$ cat src/hw/rtl/bbpg_pkg.sv
// shared types and codes of the buzzer beep pattern generator
package bbpg_pkg;

  // command codes carried on the input tuser
  localparam logic [1:0] MODE_TICK  = 2'd0;
  localparam logic [1:0] MODE_START = 2'd1;
  localparam logic [1:0] MODE_STOP  = 2'd2;

  // pattern codes
  localparam logic [2:0] PAT_BEEPS  = 3'd0;
  localparam logic [2:0] PAT_HUMAN  = 3'd1;
  localparam logic [2:0] PAT_SINGLE = 3'd2;
  localparam logic [2:0] PAT_INF    = 3'd3;
  localparam logic [2:0] PAT_FAST   = 3'd4;

  // field widths and bus widths
  localparam int MODE_W     = 2;
  localparam int PATTERN_W  = 3;
  localparam int COUNT_W    = 8;
  localparam int DUR_IN_W   = 16;
  localparam int IN_DATA_W  = 32;
  localparam int OUT_DATA_W = 8;

  // one input transaction
  typedef struct packed {
    logic [MODE_W-1:0]    mode;
    logic [PATTERN_W-1:0] pattern;
    logic [COUNT_W-1:0]   count;
    logic [DUR_IN_W-1:0]  tone_len;
  } bbpg_item_t;

  // one result transaction
  typedef struct packed {
    logic error;
    logic busy_res;
    logic buzzer;
  } bbpg_res_t;

endpackage

$ cat src/hw/rtl/buzzer_beep_pattern_generator.sv
// top level of the buzzer beep pattern generator: stream ports and pipeline registers
//
// Input channel in_*: in_tuser carries the command (tick of 1 ms, start, stop),
// in_tdata the start arguments (pattern, beep count, single beep length in ms).
// Every input transaction, whatever its command, yields exactly one result
// transaction on out_*, carrying the buzzer level, the busy flag and the
// zero-length error flag as they stand after that transaction.
// A transaction passes from the input register through the state update into
// the result register, which presents its result; a stalled receiver can hold
// it in the input register until the result register frees.
// Throughput: one transaction per cycle while results are taken; the state update
// is a short step of small counters between the input and the result register.
// A stalled receiver holds the result register; the input register still
// accepts one further transaction, after which in_tready falls until the
// result is taken.
// Reset (rst_n low, synchronous) empties both registers and leaves the
// generator idle and silent with no pattern running.
module buzzer_beep_pattern_generator
  import bbpg_pkg::*;
#(
  parameter int DURATION_BITS = 16
) (
  input  logic                  clk,
  input  logic                  rst_n,
  input  logic                  in_tvalid,
  output logic                  in_tready,
  input  logic [IN_DATA_W-1:0]  in_tdata,   // pattern[2:0], count[10:3], tone_len[26:11]
  input  logic [MODE_W-1:0]     in_tuser,   // mode[1:0]
  output logic                  out_tvalid,
  input  logic                  out_tready,
  output logic [OUT_DATA_W-1:0] out_tdata   // buzzer[0], busy_res[1], error[2]
);

  bbpg_item_t item_r;
  logic       item_vld_r;
  bbpg_res_t  res_c;
  bbpg_res_t  res_r;
  logic       out_vld_r;
  logic       adv;

  // the result register frees when empty or taken
  assign adv       = !out_vld_r || out_tready;
  assign in_tready = !item_vld_r || adv;

  // input register
  always_ff @(posedge clk) begin
    if (!rst_n) begin
      item_vld_r <= 1'b0;
    end else if (in_tready) begin
      item_vld_r <= in_tvalid;
    end
  end

  always_ff @(posedge clk) begin
    if (in_tready && in_tvalid) begin
      item_r.mode     <= in_tuser;
      item_r.pattern  <= in_tdata[PATTERN_W-1:0];
      item_r.count    <= in_tdata[PATTERN_W+COUNT_W-1:PATTERN_W];
      item_r.tone_len <= in_tdata[PATTERN_W+COUNT_W+DUR_IN_W-1:PATTERN_W+COUNT_W];
    end
  end

  bbpg_core #(
    .DURATION_BITS(DURATION_BITS)
  ) u_core (
    .clk    (clk),
    .rst_n  (rst_n),
    .step_en(item_vld_r && adv),
    .item   (item_r),
    .res    (res_c)
  );

  // result register
  always_ff @(posedge clk) begin
    if (!rst_n) begin
      out_vld_r <= 1'b0;
    end else if (adv) begin
      out_vld_r <= item_vld_r;
    end
  end

  always_ff @(posedge clk) begin
    if (adv && item_vld_r) begin
      res_r <= res_c;
    end
  end

  assign out_tvalid = out_vld_r;
  assign out_tdata  = {{(OUT_DATA_W-3){1'b0}}, res_r};

  // a sounding buzzer always belongs to a running pattern
  a_buzz_busy: assert property (@(posedge clk) disable iff (!rst_n)
    out_tvalid && out_tdata[0] |-> out_tdata[1])
    else $error("buzzer on while not busy");

  // a rejected start leaves the block idle
  a_err_idle: assert property (@(posedge clk) disable iff (!rst_n)
    out_tvalid && out_tdata[2] |-> !out_tdata[1])
    else $error("error flagged while busy");

  // an empty result register never holds off the input
  a_no_stall: assert property (@(posedge clk) disable iff (!rst_n)
    !out_tvalid |-> in_tready)
    else $error("input stalled with empty output");

  // the pipeline never drops a transaction while the receiver stalls
  a_hold: assert property (@(posedge clk) disable iff (!rst_n)
    out_tvalid && !out_tready && item_vld_r |=> out_tvalid && item_vld_r)
    else $error("transaction lost under stall");

endmodule

$ cat src/hw/rtl/bbpg_core.sv
// pattern state machine: phase, counters and per-transaction result
module bbpg_core
  import bbpg_pkg::*;
#(
  parameter int DURATION_BITS = 16
) (
  input  logic       clk,
  input  logic       rst_n,
  input  logic       step_en,
  input  bbpg_item_t item,
  output bbpg_res_t  res
);

  // the counter must also hold the 700 ms long gap
  localparam int MS_W = (DURATION_BITS > 10) ? DURATION_BITS : 10;
  localparam logic [32:0] DUR_MAX = (33'd1 << DURATION_BITS) - 33'd1;

  localparam logic [MS_W-1:0] MS_BEEP      = MS_W'(100);
  localparam logic [MS_W-1:0] MS_GROUP_GAP = MS_W'(700);
  localparam logic [MS_W-1:0] MS_SHORT_ON  = MS_W'(50);
  localparam logic [MS_W-1:0] MS_INF_GAP   = MS_W'(500);
  localparam logic [MS_W-1:0] MS_FAST_GAP  = MS_W'(200);
  localparam logic [1:0]      GROUP_LEN    = 2'd3;

  typedef enum logic [1:0] {
    PH_IDLE = 2'd0,
    PH_ON   = 2'd1,
    PH_OFF  = 2'd2
  } phase_t;

  phase_t            phase_r, phase_nxt;
  logic [2:0]        pat_r, pat_nxt;
  logic [MS_W-1:0]   ms_r, ms_nxt;
  logic [COUNT_W-1:0] beeps_r, beeps_nxt;
  logic [1:0]        grp_r, grp_nxt;
  logic              err;
  logic [MS_W-1:0]   ms_dec;
  logic [1:0]        grp_inc;
  logic [32:0]       dur_ext;
  logic [MS_W-1:0]   dur_sat;

  // saturate the single beep length to the counter range
  assign dur_ext = {{(33-DUR_IN_W){1'b0}}, item.tone_len};
  assign dur_sat = (dur_ext > DUR_MAX) ? DUR_MAX[MS_W-1:0] : dur_ext[MS_W-1:0];
  assign ms_dec  = (ms_r == '0) ? '0 : ms_r - MS_W'(1);
  assign grp_inc = grp_r + 2'd1;

  // next state for the transaction in hand
  always_comb begin
    phase_nxt = phase_r;
    pat_nxt   = pat_r;
    ms_nxt    = ms_r;
    beeps_nxt = beeps_r;
    grp_nxt   = grp_r;
    err       = 1'b0;
    unique case (item.mode)
      MODE_TICK: begin
        unique case (phase_r)
          PH_IDLE: ;
          PH_ON: begin
            ms_nxt = ms_dec;
            if (ms_dec == '0) begin
              // end of a sounding phase
              case (pat_r)
                PAT_BEEPS: begin
                  if (beeps_r != '0) beeps_nxt = beeps_r - COUNT_W'(1);
                  phase_nxt = PH_OFF;
                  ms_nxt    = MS_BEEP;
                end
                PAT_HUMAN: begin
                  if (beeps_r != '0) beeps_nxt = beeps_r - COUNT_W'(1);
                  phase_nxt = PH_OFF;
                  if (grp_inc >= GROUP_LEN) begin
                    grp_nxt = '0;
                    ms_nxt  = MS_GROUP_GAP;
                  end else begin
                    grp_nxt = grp_inc;
                    ms_nxt  = MS_BEEP;
                  end
                end
                PAT_INF: begin
                  phase_nxt = PH_OFF;
                  ms_nxt    = MS_INF_GAP;
                end
                PAT_FAST: begin
                  phase_nxt = PH_OFF;
                  ms_nxt    = MS_FAST_GAP;
                end
                default: begin
                  phase_nxt = PH_IDLE;
                  ms_nxt    = '0;
                  beeps_nxt = '0;
                  grp_nxt   = '0;
                end
              endcase
            end
          end
          PH_OFF: begin
            ms_nxt = ms_dec;
            if (ms_dec == '0) begin
              // end of a gap
              if (pat_r == PAT_INF || pat_r == PAT_FAST) begin
                phase_nxt = PH_ON;
                ms_nxt    = MS_SHORT_ON;
              end else if ((pat_r == PAT_BEEPS || pat_r == PAT_HUMAN) && beeps_r != '0) begin
                phase_nxt = PH_ON;
                ms_nxt    = MS_BEEP;
              end else begin
                phase_nxt = PH_IDLE;
                ms_nxt    = '0;
                beeps_nxt = '0;
                grp_nxt   = '0;
              end
            end
          end
          default: begin
            phase_nxt = PH_IDLE;
            ms_nxt    = '0;
            beeps_nxt = '0;
            grp_nxt   = '0;
          end
        endcase
      end
      MODE_START: begin
        // abort whatever runs, then launch the new pattern unless it is unknown or empty
        phase_nxt = PH_IDLE;
        ms_nxt    = '0;
        beeps_nxt = '0;
        grp_nxt   = '0;
        pat_nxt   = item.pattern;
        case (item.pattern) inside
          PAT_BEEPS, PAT_HUMAN: begin
            if (item.count != '0) begin
              beeps_nxt = item.count;
              phase_nxt = PH_ON;
              ms_nxt    = MS_BEEP;
            end
          end
          PAT_SINGLE: begin
            if (item.tone_len == '0) begin
              err = 1'b1;
            end else begin
              phase_nxt = PH_ON;
              ms_nxt    = dur_sat;
            end
          end
          PAT_INF, PAT_FAST: begin
            phase_nxt = PH_ON;
            ms_nxt    = MS_SHORT_ON;
          end
          default: ;
        endcase
      end
      MODE_STOP: begin
        phase_nxt = PH_IDLE;
        ms_nxt    = '0;
        beeps_nxt = '0;
        grp_nxt   = '0;
      end
      default: ;
    endcase
  end

  // state registers
  always_ff @(posedge clk) begin
    if (!rst_n) begin
      phase_r <= PH_IDLE;
      pat_r   <= '0;
      ms_r    <= '0;
      beeps_r <= '0;
      grp_r   <= '0;
    end else if (step_en) begin
      phase_r <= phase_nxt;
      pat_r   <= pat_nxt;
      ms_r    <= ms_nxt;
      beeps_r <= beeps_nxt;
      grp_r   <= grp_nxt;
    end
  end

  // result seen after this transaction
  assign res.buzzer   = (phase_nxt == PH_ON);
  assign res.busy_res = (phase_nxt != PH_IDLE);
  assign res.error    = err;

endmodule

$ cat config.mk
export PLATFORM = sky130hd
export DESIGN_NAME = buzzer_beep_pattern_generator
export DESIGN_NICKNAME = d
export VERILOG_FILES = /design/src/hw/rtl/bbpg_pkg.sv /design/src/hw/rtl/buzzer_beep_pattern_generator.sv /design/src/hw/rtl/bbpg_core.sv
export SDC_FILE = /design/constraint.sdc
export NUM_CORES = 1
export LEC_CHECK = 0
export ABC_AREA = 1
export BUFFER_PORTS_ARGS = -buffer_cell sky130_fd_sc_hd__buf_2
export CAP_MARGIN = 20
export CELL_PAD_IN_SITES_DETAIL_PLACEMENT = 1
export CELL_PAD_IN_SITES_GLOBAL_PLACEMENT = 1
export CORE_ASPECT_RATIO = 1.75
export CORE_MARGIN = 3
export CORE_UTILIZATION = 46
export CTS_CLUSTER_SIZE = 30
export DETAILED_ROUTE_END_ITERATION = 12
export MAX_ROUTING_LAYER = met4
export PLACE_DENSITY_LB_ADDON = 0.1
export SLEW_MARGIN = 15
export SYNTH_ARGS = -nofsm -noshare
export SYNTH_HDL_FRONTEND = slang
export SYNTH_SLANG_ARGS = --single-unit
$ cat constraint.sdc
create_clock -name clk -period 6.53 [get_ports clk]
set_input_delay 0.3265 -clock clk [delete_from_list [all_inputs] [get_ports clk]]
set_output_delay 0.3265 -clock clk [all_outputs]
set_load 0.03 [all_outputs]
==> After elaboration in Yosys (flattened, before gate mapping) <==
Index checks and enable logic that the tools add are counted.
{ "totals": {"ff_bits": 65, "latch_bits": 0, "ram_bits": 0, "rom_bits": 0, "input_bits": 38, "output_inout_bits": 10, "elab_cells": 120, "mem_count": 0} }
{ "classes": {"n_addsub": 3, "mul": 0, "div": 0, "n_lt_le_gt_ge": 2, "n_eq_ne": 20, "shifts": 0, "muxes": 46, "bitwise_logic": 2, "reduce_logical": 33} }
{ "ops": {"columns": ["operator", "n"], "rows": [
  ["$mux 16", 8],
  ["$pmux 16 s3", 2],
  ["$pmux 16 s4", 1],
  ["$mux 8", 7],
  ["$logic_not 16->1", 3],
  ["$pmux 8 s3", 2],
  ["$mux 2", 11],
  ["$pmux 2 s3", 3],
  ["$gt 16x16->1 const B", 1],
  ["$pmux 8 s2", 1],
  ["$reduce_bool 8->1", 2],
  ["$sub 16x1->16 const B", 1],
  ["$mux 7", 2],
  ["$ne 3x3->1 const B", 4],
  ["$mux 10", 1],
  ["$reduce_or 2->1", 5],
  ["$eq 3x2->1 const B", 3],
  ["$reduce_and 9->1", 1],
  ["$pmux 2 s2", 2],
  ["$reduce_and 8->1", 1],
  ["$reduce_or 4->1", 2],
  ["$sub 8x1->8 const B", 1],
  ["$eq 2x1->1 const B", 3],
  ["$eq 3x1->1 const B", 2],
  ["other kinds (20)", 37]
]} }

==> Depth between registers and ports, before layout <==
{ "depth": {"depth_word": 9, "ltp_mapped": 20, "mapped_depth_nobuf": 19} }

==> Hierarchy <==
A second synthesis with hierarchy kept.
{ "unflattened": {"hier_cells": 520, "hier_area_um2": 3892.5} }
{ "by_module_without_submodules": {"columns": ["module", "instances", "cells_each", "area_per_inst_um2", "seq_area_each_um2"], "rows": [
  ["bbpg_core", 1, 469, 2795.2, 620.6],
  ["buzzer_beep_pattern_generator", 1, 51, 1097.3, 1001.0]
]} }

==> Least setup slack after synthesis <==
Ideal clock, no wire load.
{ "synth_timing": {"path_type": "flip-flop to flip-flop", "from": "reg u_core.ms_r[0]", "to": "reg res_r, in the netlist out_tdata[1], data pin", "setup_time_ps": 261, "arrival_ps": 1954, "t_required_ps": 6269, "slack_ps": 4315, "stages_incl_launch_ff": 19, "path_buffers": 1, "synth_period_minus_slack_ps": 2215, "path_cell_list": "dfxtp_1 > inv_1 > ha_1 > nand2_2 > nor2_1 > nand3_1 > nand3_1 > nand2_1 > nor2_2 > nand3_4 > buf_6 > nand2_1 > nand2_1 > nand2_1 > nand2_1 > nand2_1 > nand2_1 > nand2_1 > nand3_1"} }
{ "synth_lines": {"columns": ["item", "line", "source"], "rows": [
  ["start, declared", "bbpg_core.sv:33", "logic [MS_W-1:0] ms_r, ms_nxt;"],
  ["start signal, assigned", "bbpg_core.sv:175", "ms_r <= ms_nxt;"],
  ["end signal, assigned", "buzzer_beep_pattern_generator.sv:84", "res_r <= res_c;"],
  ["end, declared", "buzzer_beep_pattern_generator.sv:37", "bbpg_res_t res_r;"]
]} }

==> Worst setup path after layout <==
{ "layout_timing": {"from": "reg u_core.ms_r[0]", "to": "reg u_core.beeps_r[5]"} }
{ "layout_between": {"elab_chain_len": 5, "word_cells_on_any_way": 7, "cone_classes": "add/sub (1); eq/ne (2); mux (1); reduce/logical (3)"} }
{ "layout_rtl": {"columns": ["item", "line", "source"], "rows": [
  ["$sub 16x1->16 or $logic_not 16->1 (tied branches)", "bbpg_core.sv:45", "assign ms_dec = (ms_r == '0) ? '0 : ms_r - MS_W'(1);"],
  ["$mux 16 (*)", "bbpg_core.sv:45", null],
  ["$logic_not 16->1 (*)", "bbpg_core.sv:62, bbpg_core.sv:100", null],
  ["$ne 3x2->1 (no line)", null, null],
  ["$reduce_and 9->1 (no line) (*)", null, null],
  ["end signal, assigned", "bbpg_core.sv:176", "beeps_r <= beeps_nxt;"],
  ["end, declared", "bbpg_core.sv:34", "logic [COUNT_W-1:0] beeps_r, beeps_nxt;"]
]} }
Mark *: on every way between the ends. The rest lies on a longest branch, timed or not.
A chain may end at the register's enable or synchronous reset.

==> metrics.cfg <==
[sta]
final-hold-violation-count = 0
holdWs_ns = 0.166
totalNegativeSetupSlack_ns = 0
worstMarginPinSlew_ns = 0.748
maxSlewViolCount = 0
setup_viol = 0
fin_crit_sh_pct = 43.4
fmax_mhz = 353
rsz0062_at_grt = false
fin_crit_ns = 2.83
finalClockSkew_ns = 0.00999
max-slew-margin-rel_pct = 49.5
setup_slack_ns = 3.70

[floorplan]
fp-row-count = 43
coreArea_mm2 = 0.00807
start_util_pct = 48.1
die_w_um = 75.4
die_h_um = 128
io_pins = 48
dieArea_mm2 = 0.00962

[drt]
vias_per_cell = 5.69
drt_first_pass_iters = 4
drc_errors = 0
ant_nets = 0
wl_per_cell_um = 18.1
wl_mm = 11.7
vias = 3661
drt_iter0_drc = 187

[flow_run]
max-cap-violations = 0

[clocking]
cts_htree_levels = 3
clock-sinks = 65
cts.reportedPaths.clkPinSlew_ns = 0.06
post_cts_buffers = 0
clockBufferDepth = 2
post_cts_resize_count = 0
insertion_delay_ns = 0.33
cts_made_buffers = 9
postCtsHoldBufs = 0
cts_tree = yes
clock_tree.root_cell = clkbuf_16

[critical_path]
startpoint = u_core.ms_r[0]
crit_end = u_core.beeps_r[5]
path_cells = inv_1, ha_1, nand2_2, nor2_2, nand3_1, nand3_1, nand2_1, nor2_4, nand3_4, nand2_4, nand2_4, nand2_4, nand3_4, o21ai_0, a21oi_1
crit_slowest_cell = dfxtp_1
end_kind = flop
reg2reg_slack_ns = 3.70
required_ns = 6.74
reg2reg_from = u_core.ms_r[0]
crit_type = flop to flop
slowest_delay_ns = 0.32
worst-path-max-fanout = 16
reg2reg_depth = 15
timing.rr.end = u_core.beeps_r[5]
start_kind = flop
critical_path_arrival_ns = 3.05
cpMostUsedCell = nand2_4

[power_and_ir_drop]
internal_power_uw = 836
leakagePower_nw = 1.93
seqPwrFrac_pct = 38.7
switchingPower_uw = 394
power_mw = 1.23
clkPwrFrac_pct = 39.2
vdd_drop_max_mv = 0.255
power_density_mw_per_mm2 = 277
combPwrFrac_pct = 22.2
switching_share_pct = 32.0

[final_layout]
nets = 597
drive_gt1_share_pct = 15.4
num-fill-cells = 1021
insertedDiodeCount = 0
areaGrowthSynthToFinish_pct = 14.3

[placement]
place_hpwl_mm = 8.82
place.port_buffers = 37
place_congestion = 0.905
place_ws_ns = 3.72

[grt]
antenna_found_initial = 0
grt_pass1_vias = 3912
grt_use_total_pct = 26.5
overflow = 0
grt_pass1_wl_mm = 18.5
grt_max_degree = 30

[outcome]
status = complete, no violations

[yosys]
synth_top_area_cell = edfxtp_1
synth_mux_area_share_pct = 0
synth_ff_type = dfxtp_1
synth_edf_count = 32
syn_area_per_cell_um2 = 7.61
synth_top_area_share_pct = 24.8
syn_inst = 510
synth.most_common_cell = nand2_1
synthArstFlopShare_pct = 0
synth-seq-cells = 65
synth_common_cells = nand2_1, inv_1, nor2_1
synth.area.top_cells = edfxtp_1, dfxtp_1, nand2_1
ys_seq_area_share_pct = 41.8
synth.distinct_cells = 38
synth_xor_area_share_pct = 1.13
synth_compound_gate_area_share_pct = 15.2
netlist_area_mm2 = 0.00388
synth-simple-area-share_pct = 28.1
synthAdderAreaFrac_pct = 3.55
synth_top_family_by_area = simple AND/OR/NAND/NOR gates
yosysWarnings = 0

[min_path]
hold_class = input pin to flop

metrics by stage:
stage | cells | utilization [%] | cell area [um2]
final | 643 | 55.0 | 4440
after global routing | 643 | 55.0 | 4440
after CTS | 642 | 54.6 | 4410
after detailed placement | 626 | 50.9 | 4110
after global placement | 626 | 50.9 | 4110
after floorplan | 514 | - | 3900
how the worst min path moves through the flow:
stage,startpoint,endpoint,slack (ns),cells after the start
2_1_floorplan,in_tdata[11],item_r[0],0.43,0
3_3_place_gp,u_core.beeps_r[2],u_core.beeps_r[2],0.49,2
3_5_place_dp,u_core.beeps_r[7],u_core.beeps_r[7],0.50,2
4_1_cts,in_tdata[11],item_r[0],0.16,1
5_1_grt,in_tdata[25],item_r[14],0.16,1
6_report,in_tdata[11],item_r[0],0.17,1
worst max-delay path, delay by kind of cell (launching register included):
kind | cells | cell delay, ns
compound gates | 2 | 0.32
fa+ha+maj | 1 | 0.27
buf+inv | 1 | 0.20
flops | 1 | 0.32
simple gates | 11 | 1.60
cell families after synthesis:
family / Yosys count
and+or+nand+nor: 231
AOI/OAI and AO/OA: 104
buffers and inverters: 93
DFF: 65
adders and majority gates: 11
xor gates and xnor gates: 5
other: 1
power by group through the flow:
stage               clock network (mW)  logic, mW  registers, mW
floorplan                            0      0.200          0.480
global placement                     0      0.259          0.483
detailed placement                   0      0.269          0.484
CTS                              0.488      0.272          0.476
global route                     0.506      0.306          0.479
finish                           0.481      0.272          0.476
placed cells by master (no fill, tap or decap), drive strengths merged, types with 2 or more instances in the layout:
cell | Yosys | final
nand2 | 112 | 112
inv | 77 | 77
nor2 | 58 | 58
o21ai | 49 | 49
buf | 9 | 39
nand3 | 38 | 38
dfxtp | 33 | 33
edfxtp | 32 | 32
a21oi | 25 | 25
a31oi | 14 | 14
nand4 | 12 | 12
ha | 11 | 11
clkbuf | 7 | 10
o22ai | 8 | 8
nor3 | 7 | 7
conb | 1 | 5
xor2 | 4 | 4
nor4 | 4 | 4
clkinv | 0 | 3
o211ai | 2 | 2
o311ai | 2 | 2
clkinvlp | 0 | 2
layer usage:
layer | GRT usage, % | vias to the layer above | part of all wire, %
met1 | 23.4 | 1772 | 34
li1 | - | 1776 | -
met2 | 49.7 | 72 | 58
met3 | 3.94 | 41 | 2.6
met4 | 15.3 | 0 | 5.8
met5 | - | - | 0
sequential cells by signal, summed over array words and instances (netlist names):
signal / flops
u_core.pat_r: 3
u_core.ms_r: 16
out_tvalid: 1
out_tdata: 3
u_core.grp_r: 2
u_core.phase_r: 2
item_r: 29
u_core.beeps_r: 8
item_vld_r: 1
cell type report:
type	count	area, um2	area share, %
Timing Repair Buffer	39	220	4.96
Multi-Input combinational cell	356	1890	42.7
Sequential cell	65	1620	36.6
Inverter	77	292	6.57
Tap cell	90	113	2.54
Clock buffer	10	229	5.16
Clock inverter	6	67.6	1.52
(Power assumes the default switching activity.)
